===== config.mk =====
export PLATFORM = sky130hd
export DESIGN_NAME = integer_to_ascii_formatter_core
export DESIGN_NICKNAME = d
export VERILOG_FILES = /design/src/rtl/itoa_pkg.sv /design/src/rtl/itoa_cell.sv /design/src/rtl/itoa_digit_chain.sv /design/src/rtl/integer_to_ascii_formatter_core.sv
export SDC_FILE = /design/constraint.sdc
export NUM_CORES = 1
export LEC_CHECK = 0
export ABC_CLOCK_PERIOD_IN_PS = 5260
export BUFFER_PORTS_ARGS = -buffer_cell sky130_fd_sc_hd__buf_2
export CORE_MARGIN = 2
export CORE_UTILIZATION = 45
export DETAILED_ROUTE_END_ITERATION = 10
export GPL_TIMING_DRIVEN = 0
export PLACE_DENSITY_LB_ADDON = 0.05
export REMOVE_ABC_BUFFERS = 1
export SLEW_MARGIN = 25
export SYNTH_ARGS = -nofsm -noshare
export SYNTH_HDL_FRONTEND = slang
export SYNTH_SLANG_ARGS = --single-unit

===== constraint.sdc =====
create_clock -name i_clk -period 5.26 [get_ports i_clk]
set_input_delay 1.578 -clock i_clk [delete_from_list [all_inputs] [get_ports i_clk]]
set_output_delay 1.578 -clock i_clk [all_outputs]
set_load 0.05 [all_outputs]

===== src/rtl/itoa_pkg.sv =====
// ----------------------------------------------------------------------------
// itoa_pkg
// Shared types, constants and helpers for the integer-to-ASCII formatter.
// ----------------------------------------------------------------------------
package itoa_pkg;

    // Default sizes
    localparam int ValueBitsDef = 32;
    localparam int MaxCharsDef  = 32;

    // Field widths fixed by the stream format
    localparam int FuncW   = 2;
    localparam int MinLenW = 6;
    localparam int CharW   = 8;
    localparam int DigitW  = 4;

    // Character codes
    localparam logic [CharW-1:0] ChrZero    = 8'h30;
    localparam logic [CharW-1:0] ChrHexBase = 8'h37;   // 'A' - 10
    localparam logic [CharW-1:0] ChrMinus   = 8'h2D;
    localparam logic [CharW-1:0] ChrNine    = 8'h39;
    localparam logic [CharW-1:0] ChrUpperA  = 8'h41;
    localparam logic [CharW-1:0] ChrUpperF  = 8'h46;

    // Format selector codes
    localparam logic [FuncW-1:0] FmtSignedDec   = 2'd0;
    localparam logic [FuncW-1:0] FmtUnsignedDec = 2'd1;
    localparam logic [FuncW-1:0] FmtSignedHex   = 2'd2;

    // Sequencer states
    typedef enum logic [2:0] {
        S_IDLE,
        S_CONV,
        S_NORM,
        S_SIGN,
        S_PAD,
        S_DIGIT
    } t_state;

    // Control fanned out to every digit cell
    typedef struct packed {
        logic clear;   // zero the digit
        logic shift;   // take one magnitude bit in at the bottom
        logic dec;     // decimal correction (add 3 at five or more)
        logic up;      // move digits one place towards the top cell
    } t_chain_ctl;

    // Decimal digits needed for an unsigned number of the given width
    // (ceil(bits * log10(2)), worked out at elaboration)
    function automatic int dec_digits(input int bits);
        return (bits * 30103 + 99999) / 100000;
    endfunction

    // ASCII code of one digit, decimal or hexadecimal
    function automatic logic [CharW-1:0] digit_char(input logic [DigitW-1:0] d);
        logic [CharW-1:0] ext;
        ext = {{(CharW-DigitW){1'b0}}, d};
        return (d < 4'd10) ? (ChrZero + ext) : (ChrHexBase + ext);
    endfunction

endpackage


===== src/rtl/itoa_cell.sv =====
// ----------------------------------------------------------------------------
// itoa_cell
// One digit cell: shift-and-correct step for binary to BCD, plain nibble
// shift for hexadecimal, and upward digit move for emission.
// ----------------------------------------------------------------------------
module itoa_cell (
    input  logic                          i_clk,
    input  itoa_pkg::t_chain_ctl          i_ctl,
    input  logic                          i_bit,          // carry from cell below
    input  logic [itoa_pkg::DigitW-1:0]   i_digit_below,
    output logic                          o_carry,        // carry to cell above
    output logic [itoa_pkg::DigitW-1:0]   o_digit
);

    logic [itoa_pkg::DigitW-1:0] r_digit;
    logic [itoa_pkg::DigitW-1:0] w_adj;

    // Add-3 correction before the shift in decimal mode
    always_comb begin
        if (i_ctl.dec && (r_digit >= 4'd5)) begin
            w_adj = r_digit + 4'd3;
        end else begin
            w_adj = r_digit;
        end
    end

    assign o_carry = w_adj[itoa_pkg::DigitW-1];
    assign o_digit = r_digit;

    // Digit register
    always_ff @(posedge i_clk) begin
        if (i_ctl.clear) begin
            r_digit <= '0;
        end else if (i_ctl.shift) begin
            r_digit <= {w_adj[itoa_pkg::DigitW-2:0], i_bit};
        end else if (i_ctl.up) begin
            r_digit <= i_digit_below;
        end
    end

endmodule


===== src/rtl/itoa_digit_chain.sv =====
// ----------------------------------------------------------------------------
// itoa_digit_chain
// Row of digit cells, least significant at the bottom. Magnitude bits enter
// the bottom cell; digits leave from the top cell.
// ----------------------------------------------------------------------------
module itoa_digit_chain #(
    parameter int NUM_DIGITS = 10
) (
    input  logic                          i_clk,
    input  itoa_pkg::t_chain_ctl          i_ctl,
    input  logic                          i_bit,
    output logic [itoa_pkg::DigitW-1:0]   o_top_digit
);

    logic [itoa_pkg::DigitW-1:0] w_digit [NUM_DIGITS];
    logic                        w_carry [NUM_DIGITS-1];

    // Cells chained by carry (upwards) and by digit (upwards on emission)
    for (genvar g = 0; g < NUM_DIGITS; g++) begin : g_cell
        logic                        w_in_bit;
        logic [itoa_pkg::DigitW-1:0] w_below;

        if (g == 0) begin : g_bottom
            assign w_in_bit = i_bit;
            assign w_below  = '0;
        end else begin : g_upper
            assign w_in_bit = w_carry[g-1];
            assign w_below  = w_digit[g-1];
        end

        if (g == NUM_DIGITS - 1) begin : g_top
            itoa_cell u_cell (
                .i_clk         (i_clk),
                .i_ctl         (i_ctl),
                .i_bit         (w_in_bit),
                .i_digit_below (w_below),
                .o_carry       (),
                .o_digit       (w_digit[g])
            );
        end else begin : g_mid
            itoa_cell u_cell (
                .i_clk         (i_clk),
                .i_ctl         (i_ctl),
                .i_bit         (w_in_bit),
                .i_digit_below (w_below),
                .o_carry       (w_carry[g]),
                .o_digit       (w_digit[g])
            );
        end
    end

    assign o_top_digit = w_digit[NUM_DIGITS-1];

endmodule


===== src/rtl/integer_to_ascii_formatter_core.sv =====
// ----------------------------------------------------------------------------
// integer_to_ascii_formatter_core
// Formats one integer as ASCII characters, most significant first, with a
// sign and zero padding up to a minimum length.
// ----------------------------------------------------------------------------
//  Channel | Dir | Handshake               | Payload
//  --------+-----+-------------------------+------------------------------------
//  s       | in  | i_s_tvalid / o_s_tready | tuser: func; tdata: value, min_len
//  m       | out | o_m_tvalid / i_m_tready | tdata: char_code; tlast: last
//
//  An item goes through bit-serial conversion in the cell row; then leading
//  zeros are stripped (up to NUM_DIGITS-1) and the padding is fixed, the
//  characters are emitted one by one, and the sequencer returns to idle to
//  take the next item.
//  Reset clears the sequencer and the output register; no clearing pass.
//  A stall on the output holds the character in the output register and
//  freezes the emitting states; a new item is taken once the last character
//  is in the output register.
// ----------------------------------------------------------------------------
module integer_to_ascii_formatter_core #(
    parameter int VALUE_BITS = itoa_pkg::ValueBitsDef,
    parameter int MAX_CHARS  = itoa_pkg::MaxCharsDef,
    localparam int InDataW   = ((VALUE_BITS + itoa_pkg::MinLenW + 7) / 8) * 8
) (
    input  logic                          i_clk,
    input  logic                          i_rst_n,
    // input stream
    input  logic                          i_s_tvalid,
    output logic                          o_s_tready,
    input  logic [InDataW-1:0]            i_s_tdata,   // value, min_len, zero fill
    input  logic [itoa_pkg::FuncW-1:0]    i_s_tuser,   // func
    // output stream
    output logic                          o_m_tvalid,
    input  logic                          i_m_tready,
    output logic [itoa_pkg::CharW-1:0]    o_m_tdata,   // char_code
    output logic                          o_m_tlast    // last
);

    localparam int NumDigits = itoa_pkg::dec_digits(VALUE_BITS);
    localparam int CntW      = $clog2(VALUE_BITS);
    localparam int NdigW     = $clog2(NumDigits + 1);
    localparam int LenW      = $clog2(MAX_CHARS + 1);
    localparam int SumW      = ((LenW > NdigW) ? LenW : NdigW) + 1;

    // Input fields
    logic [VALUE_BITS-1:0]          w_value;
    logic [itoa_pkg::MinLenW-1:0]   w_min_len;
    logic                           w_signed;
    logic                           w_neg;
    logic [LenW-1:0]                w_len_sat;
    logic                           w_accept;

    assign w_value   = i_s_tdata[VALUE_BITS-1:0];
    assign w_min_len = i_s_tdata[VALUE_BITS +: itoa_pkg::MinLenW];
    assign w_signed  = (i_s_tuser != itoa_pkg::FmtUnsignedDec);
    assign w_neg     = w_signed && w_value[VALUE_BITS-1];
    assign w_len_sat = (32'(w_min_len) > 32'(MAX_CHARS)) ? LenW'(MAX_CHARS)
                                                         : LenW'(w_min_len);

    // Registers
    itoa_pkg::t_state               r_state, n_state;
    logic [VALUE_BITS-1:0]          r_mag;
    logic                           r_neg;
    logic                           r_dec;
    logic [LenW-1:0]                r_len;
    logic [CntW-1:0]                r_cnt;
    logic [NdigW-1:0]               r_ndig;
    logic [LenW-1:0]                r_pad;
    logic                           r_ov;
    logic [itoa_pkg::CharW-1:0]     r_char;
    logic                           r_last;

    // Chain and emission control
    itoa_pkg::t_chain_ctl           w_ctl;
    logic [itoa_pkg::DigitW-1:0]    w_top;
    logic                           w_adv;
    logic                           w_strip;
    logic                           w_emit;
    logic [itoa_pkg::CharW-1:0]     w_char;
    logic                           w_last;
    logic [SumW-1:0]                w_need;
    logic [LenW-1:0]                w_pad;

    assign o_s_tready = (r_state == itoa_pkg::S_IDLE);
    assign w_accept   = i_s_tvalid && o_s_tready;
    assign w_adv      = !r_ov || i_m_tready;
    assign w_strip    = (w_top == '0) && (r_ndig > NdigW'(1));

    // Padding once the digit count is known
    assign w_need = SumW'(r_ndig) + SumW'(r_neg);
    assign w_pad  = (SumW'(r_len) > w_need) ? LenW'(SumW'(r_len) - w_need) : '0;

    itoa_digit_chain #(
        .NUM_DIGITS (NumDigits)
    ) u_chain (
        .i_clk       (i_clk),
        .i_ctl       (w_ctl),
        .i_bit       (r_mag[VALUE_BITS-1]),
        .o_top_digit (w_top)
    );

    // Next state
    always_comb begin
        n_state = r_state;
        case (r_state)
            itoa_pkg::S_IDLE: begin
                if (w_accept) n_state = itoa_pkg::S_CONV;
            end
            itoa_pkg::S_CONV: begin
                if (r_cnt == '0) n_state = itoa_pkg::S_NORM;
            end
            itoa_pkg::S_NORM: begin
                if (!w_strip) begin
                    if (r_neg)             n_state = itoa_pkg::S_SIGN;
                    else if (w_pad != '0)  n_state = itoa_pkg::S_PAD;
                    else                   n_state = itoa_pkg::S_DIGIT;
                end
            end
            itoa_pkg::S_SIGN: begin
                if (w_adv) begin
                    n_state = (r_pad != '0) ? itoa_pkg::S_PAD : itoa_pkg::S_DIGIT;
                end
            end
            itoa_pkg::S_PAD: begin
                if (w_adv && (r_pad == LenW'(1))) n_state = itoa_pkg::S_DIGIT;
            end
            itoa_pkg::S_DIGIT: begin
                if (w_adv && (r_ndig == NdigW'(1))) n_state = itoa_pkg::S_IDLE;
            end
            default: n_state = itoa_pkg::S_IDLE;
        endcase
    end

    // Outputs of the sequencer
    always_comb begin
        w_ctl.clear = w_accept;
        w_ctl.shift = (r_state == itoa_pkg::S_CONV);
        w_ctl.dec   = r_dec;
        w_ctl.up    = 1'b0;
        w_emit      = 1'b0;
        w_char      = itoa_pkg::ChrZero;
        w_last      = 1'b0;
        case (r_state)
            itoa_pkg::S_NORM: begin
                w_ctl.up = w_strip;
            end
            itoa_pkg::S_SIGN: begin
                w_emit = w_adv;
                w_char = itoa_pkg::ChrMinus;
            end
            itoa_pkg::S_PAD: begin
                w_emit = w_adv;
                w_char = itoa_pkg::ChrZero;
            end
            itoa_pkg::S_DIGIT: begin
                w_emit   = w_adv;
                w_ctl.up = w_adv;
                w_char   = itoa_pkg::digit_char(w_top);
                w_last   = (r_ndig == NdigW'(1));
            end
            default: begin
                w_emit = 1'b0;
            end
        endcase
    end

    // State register
    always_ff @(posedge i_clk) begin
        if (!i_rst_n) begin
            r_state <= itoa_pkg::S_IDLE;
        end else begin
            r_state <= n_state;
        end
    end

    // Item context and counters
    always_ff @(posedge i_clk) begin
        if (w_accept) begin
            r_mag <= w_neg ? (~w_value + VALUE_BITS'(1)) : w_value;
            r_neg <= w_neg;
            r_dec <= !i_s_tuser[1];
            r_len <= w_len_sat;
            r_cnt <= CntW'(VALUE_BITS - 1);
        end else if (r_state == itoa_pkg::S_CONV) begin
            r_mag <= {r_mag[VALUE_BITS-2:0], 1'b0};
            r_cnt <= r_cnt - CntW'(1);
        end

        if (r_state == itoa_pkg::S_CONV) begin
            r_ndig <= NdigW'(NumDigits);
        end else if (w_ctl.up) begin
            r_ndig <= r_ndig - NdigW'(1);
        end

        if (r_state == itoa_pkg::S_NORM) begin
            r_pad <= w_pad;
        end else if (w_emit && (r_state == itoa_pkg::S_PAD)) begin
            r_pad <= r_pad - LenW'(1);
        end
    end

    // Output register
    always_ff @(posedge i_clk) begin
        if (!i_rst_n) begin
            r_ov <= 1'b0;
        end else if (w_emit) begin
            r_ov <= 1'b1;
        end else if (i_m_tready) begin
            r_ov <= 1'b0;
        end
    end

    always_ff @(posedge i_clk) begin
        if (w_emit) begin
            r_char <= w_char;
            r_last <= w_last;
        end
    end

    assign o_m_tvalid = r_ov;
    assign o_m_tdata  = r_char;
    assign o_m_tlast  = r_last;

endmodule


# Word level (Yosys, flattened, before mapping)
# Cells that the tools add are included.
word_totals:
  in_bits: 46
  output_inout_bits: 11
  regBits: 108
  word_cells: 150
classes:
  eq_ne: 14
  magnitude_cmp: 14
  reduce_logical: 30
  n_addsub: 18
  n_mux: 52
  n_bitwise: 1
ops:
  columns: ["op", "n"]
  rows:
  - ["2-to-1 mux 4 bit", 29]
  - ["2-to-1 mux 32 bit", 3]
  - [">= comparator 4 x 3 -> 1 bit (second input constant)", 10]
  - ["adder 4 x 2 -> 4 bit (second input constant)", 9]
  - ["adder 32 x 1 -> 32 bit (second input constant)", 1]
  - ["inverter 32 bit", 1]
  - ["2-to-1 mux 3 bit", 8]
  - ["2-to-1 mux 6 bit", 3]
  - ["case mux 3 bit (6 select lines)", 1]
  - ["logical AND 1 bit", 16]
  - ["adder 6 x 4 -> 7 bit (first input constant)", 2]
  - ["case mux 7 bit (2 select lines)", 1]
  - ["nonzero test 6 bit", 2]
  - ["inequality test 2 bit (second input constant)", 5]
  - ["nonzero test 2 bit", 4]
  - ["2-to-1 mux 7 bit", 1]
  - ["== test 3 x 2 -> 1 bit (second input constant)", 2]
  - ["== test 3 bit (second input constant)", 2]
  - ["== test 6 x 1 -> 1 bit (second input constant)", 1]
  - ["greater-than comparator 6 x 5 -> 1 bit", 1]
  - ["greater-than comparator 6 bit (second input constant)", 1]
  - ["AND reduction 6 bit", 1]
  - ["subtractor 6 x 1 -> 6 bit (second input constant)", 1]
  - ["subtractor 6 x 5 -> 6 bit", 1]
  - ["other kinds (17)", 23]

# Depth between registers and ports, before layout
logic_depth:
  ltp_word: 8
  mapped_depth: 10
  depth_no_buf: 10

# Cells and area by module
# A second synthesis with hierarchy kept.
unflattened:
  hier_cells: 780
  hier_area_um2: 7088.0
by_module_without_submodules:
  columns: ["mod", "area_per_inst_um2", "n_inst", "seq_area_each_um2", "cells_each"]
  rows:
  - ["integer_to_ascii_formatter_core", 4144.0, 1, 1881.8, 439]
  - ["itoa_cell", 294.0, 10, 80.1, 34]
  - ["itoa_digit_chain", 3.8, 1, 0.0, 1]

# Worst setup path before layout
# Ideal clock, no wire load.
synth_path:
  kind: "register to register"
  startpoint: "register r_state[1]"
  endpoint: "register r_mag[0], enable pin"
  path_buffers: 3
  setup_slack_ns: 1.839
  stages_incl_launch_ff: 7
  arrival_ns: 3.032
  synth_period_minus_slack_ns: 3.421
  cell_sequence: "dfxtp_1 > buf_2 > nor3_1 > nand2_1 > clkbuf_1 > clkbuf_1 > nand2_1"
synth_via:
  elab_chain_len: 3
  elab_cells_between_ends: 4
synth_lines:
  columns: ["element", "line", "rtl"]
  rows:
  - ["from (decl)", "integer_to_ascii_formatter_core.sv:61", "itoa_pkg::t_state r_state, n_state;"]
  - ["from (signal assigned)", "integer_to_ascii_formatter_core.sv:170", "r_state <= itoa_pkg::S_IDLE;"]
  - ["from (signal assigned)", "integer_to_ascii_formatter_core.sv:172", "r_state <= n_state;"]
  - ["zero test 3 bit", "integer_to_ascii_formatter_core.sv:84", "assign o_s_tready = (r_state == itoa_pkg::S_IDLE);"]
  - ["net o_s_tready", "integer_to_ascii_formatter_core.sv:29", "output logic o_s_tready,"]
  - ["logical AND 1 bit", "integer_to_ascii_formatter_core.sv:85", "assign w_accept = i_s_tvalid && o_s_tready;"]
  - ["nonzero test 2 bit (no line)", null, null]
  - ["to (signal assigned)", "integer_to_ascii_formatter_core.sv:179", "r_mag <= w_neg ? (~w_value + VALUE_BITS'(1)) : w_value;"]
  - ["to (signal assigned)", "integer_to_ascii_formatter_core.sv:185", "r_mag <= {r_mag[VALUE_BITS-2:0], 1'b0};"]
  - ["to (decl)", "integer_to_ascii_formatter_core.sv:62", "logic [VALUE_BITS-1:0] r_mag;"]
# The timed path passes the listed nets, and every way through them passes these cells.
# A chain may end at the register's enable or synchronous reset.

# Worst setup path after layout
layout_path:
  startpoint: "input i_s_tdata[4]"
  endpoint: "register r_mag[30] (data pin)"
layout_via:
  elab_chain_len: 4
layout_lines:
  columns: ["element", "line", "rtl"]
  rows:
  - ["from (decl)", "integer_to_ascii_formatter_core.sv:30", "input logic [InDataW-1:0] i_s_tdata,"]
  - ["inverter 32 bit", "integer_to_ascii_formatter_core.sv:179", null]
  - ["adder 32 x 1 -> 32 bit", "integer_to_ascii_formatter_core.sv:179", null]
  - ["2-to-1 mux 32 bit", "integer_to_ascii_formatter_core.sv:179", null]
  - ["2-to-1 mux 32 bit", "integer_to_ascii_formatter_core.sv:178", "if (w_accept) begin"]
# No other way between the ends.

==> results.md <==
* Startpoint types: input port
* RePlAce Congestion at 0.820
* Final period util at 64.1%
* GRT Overall Usage at 18.2%
* ANT nets after route at 0
* Cells on Worst Hold Path at 2
* Final net count at 866
* PwrDens at about 500 mW/mm^2
* TNS Setup at 0 ps
* Post-synthesis register bit count at between 100 and 150
* Seq/Total Area, Yosys at 39.5%
* CP arrival at 3460 ps
* Core area at 0.0146 sq mm
* Resized cells post-CTS at 0
* Number of global-route vias before repair at roughly 5100
* Synth Flop Type: edfxtp_1
* WL per Instance at roughly 14 microns
* CP Buf/Inv Count at 1
* Crit end category: flip-flop
* Status: finished clean
* Post-DP HPWL at 9.65 mm
* Setup WS post-layout at 1890 ps
* Slew @ Worst Pin at 855 ps
* Initial Utilization at roughly 46%
* Setup bufs post-CTS at 0
* Final min period at 3370 ps
* Largest net degree at the start of global routing at 72
* Placed Cells at around 960
* Die Span Y at ~130 microns
* Synth Warn # at 0
* Post-synth EDFFs at 54
* Register area at 0.00268 sq mm
* Hold violation total from the final report at 0
* Count of different cell masters after synthesis at 62
* Global-route wire length before repair at 24.2 mm
* Max Cap Violations at 0
* Share of the synthesized area in the top cell type at 23.9%
* Root Buffer Master: clkbuf_16
* Die footprint at about 0.016 sq mm
* Static leakage at 2.79 nW
* CP Max Fanout at 7
* R2r worst-path depth at 10
* CP Depth at 7
* CTS tree: done
* Routed wire length at roughly 14 mm
* Hold_ws at 500 ps
* Setup crit start: i_s_tdata[4]
* P&R area growth vs syn at 11.4%
* Number of port buffers at 53
* Most common cell after layout, fill and taps aside: nor2_1
* Design Area, Final at 0.00756 sq mm
* Slew Limit Fails at 0
* Hold buffers post-CTS at 0
* CP max-delay cell: nor4_2
* TritonCTS Buffers at 9
* Reg2Reg Launch Point: r_neg$_DFFE_PP_
* I/O pin count at 57
* Worst setup path endpoint: r_mag[30]$_DFFE_PP_
* Unrepaired setup endpoints after global routing: no
* Cell Count, Final, Fillers Out at 973
* Post-Syn Area at 0.00679 sq mm
* Grt ovf at 0
* Max incr delay on CP at 530 ps
* FFs w/ async S/R, synth at 0%
* Worst hold path class: reg -> reg
* CTS H-tree depth at 3
* Crit path cell chain: buf_2, nor4_2, nand4_1, nor3_2, a21oi_1, xnor2_1, o21ai_0
* Area of the multi-input gates at 0.00383 sq mm
* Reg-to-reg critical path endpoint: r_state[0]$_SDFFE_PN0P_
* Worst skew pair latency at 360 ps
* Die width at 127 microns
* # clock sinks at between 100 and 150
* Pre-CTS setup slack at 1510 ps
* Flop-to-flop setup slack at 2300 ps
* CP Class: in -> reg
* Via density at 5.43
* First-pass iteration count of the detailed router at 4
* Share of layout cells above drive strength 1 at 13.4%
* Longest Clk Path Bufs at 2
* Initial antenna violation count at 0
* Setup Skew at about 8.7 ps
* FMAX at 0.297 GHz
* Std-Cell Rows at 44
* CP top delay family: simple AND/OR/NAND/NOR gates
* Cells after synthesis at ~760
* Synth area leaders: edfxtp_1 24%, dfxtp_1 16%, ha_1 6.5%
* Relative slew margins at ~43%
* Synth Area per Inst at roughly 9.0 sq um
* DR vias at 5285
* Commonest non-fill, non-tap cells in the layout: 85 x nor2_1, 58 x nand2_1, 55 x o21ai_0
* Worst-path clk slew at 70 ps
* DRT iter0 DRCs at 349
* # setup viols final at 0
* Fillers at 1357
* Antenna fix cells at 0
* CP required at 5350 ps
* DRC at 0
* Placed Area at roughly 0.0072 sq mm
* Yosys top cell by area: edfxtp_1
* Worst VDD drop at around 0.19 mV
-- worst register-to-register path, delay by kind of cell, from the launching register on --
family          cells  cell delay [ps]
fa+ha+maj           3              780
simple gates        2              410
flops               1              440
compound gates      4             1050
xor+xnor            1              200
-- routing by layer --
| metal | routed length [microns] | vias to the layer above | global-route usage (%) |
|---|---|---|---|
| met5 | 0 | - | 0 |
| met4 | 129 | 0 | 4.33 |
| met3 | 579 | 12 | 4.98 |
| met2 | 6490 | 95 | 29.3 |
| met1 | 6710 | 2460 | 24.4 |
| li1 | - | 2718 | - |
-- state kept, by name, indices dropped and copies added, names as in the netlist --
register / cells
o_m_tdata: 7
o_m_tlast: 1
o_m_tvalid: 1
r_cnt: 5
r_dec: 1
r_len: 6
r_mag: 32
r_ndig: 4
r_neg: 1
r_pad: 6
r_state: 3
u_chain.g_cell.g_mid.u_cell.o_digit: 36
u_chain.g_cell.g_top.u_cell.o_digit: 4
-- worst min-delay path by stage --
stage	slack (ps)	from	to
CTS	500	r_cnt[0]$_SDFFE_PP1P_	r_cnt[0]$_SDFFE_PP1P_
floorplan	460	r_cnt[4]$_SDFFE_PP1P_	r_cnt[4]$_SDFFE_PP1P_
detailed placement	480	r_cnt[4]$_SDFFE_PP1P_	r_cnt[4]$_SDFFE_PP1P_
global route	540	r_cnt[1]$_SDFFE_PP1P_	r_cnt[1]$_SDFFE_PP1P_
finish	500	r_cnt[0]$_SDFFE_PP1P_	r_cnt[0]$_SDFFE_PP1P_
global placement	470	r_cnt[4]$_SDFFE_PP1P_	r_cnt[4]$_SDFFE_PP1P_
-- area by class of cell --
type | count | area share, %
Tap cell | 184 | 3.04
Multi-Input combinational cell | 572 | 50.6
Clock buffer | 16 | 4.15
Sequential cell | 107 | 35.5
Inverter | 37 | 1.85
Timing Repair Buffer | 57 | 4.86
-- report_power, final --
group	internal (mW)	total, mW	leakage [nW]	switching, mW
clock network	0.405	0.710	0.157	0.305
logic	0.649	1.58	1.67	0.935
registers	1.27	1.49	0.962	0.226
-- cell families (layout without fill, tap and decap cells) --
family,count (synthesis),in the layout,share of synthesized area (%)
AO/OA/AOI/OAI,182,182,16.8
multiplexers,28,28,4.13
other,1,1,0.0552
XOR/XNOR,69,69,8.90
adder cells (fa/ha/maj),36,36,6.75
buffers and inverters,77,110,4.52
AND/OR/NAND/NOR,256,256,19.3
flip-flops,107,107,39.5
-- Yosys cell counts (2+ instances only) --
cell type  instances
buf_2              5
nand3b_1           2
o31ai_1            5
nand3_1           11
nor3b_1            2
mux2i_1           28
edfxtp_1          54
and3_1             3
nor3_2             2
o2bb2ai_1          2
o21a_1             2
or3b_2            17
a31oi_1            5
dfxtp_1           53
nor2_1            85
o41ai_2            2
nand4_1            3
nand2_1           60
and2_1             3
a21boi_0           4
inv_1             35
o41ai_1            3
o211ai_1           4
nand2b_1          16
or3_1              4
xnor2_1           49
nor2b_1           24
nor4_1             3
o21ai_1            5
clkbuf_1          31
buf_4              3
xor2_1            20
o21ai_0           55
nor3_1            10
clkinv_1           2
a21oi_1           44
ha_1              35
a211oi_1          41
-- stage by stage --
step                      total power [mW]  utilization, %
final                                 3.79            51.6
after global routing                  4.12            51.6
after CTS                             3.83            51.6
after detailed placement              3.11            49.5
after global placement                3.02            48.6
after floorplan                       2.67               -
(Power assumes the default switching activity.)
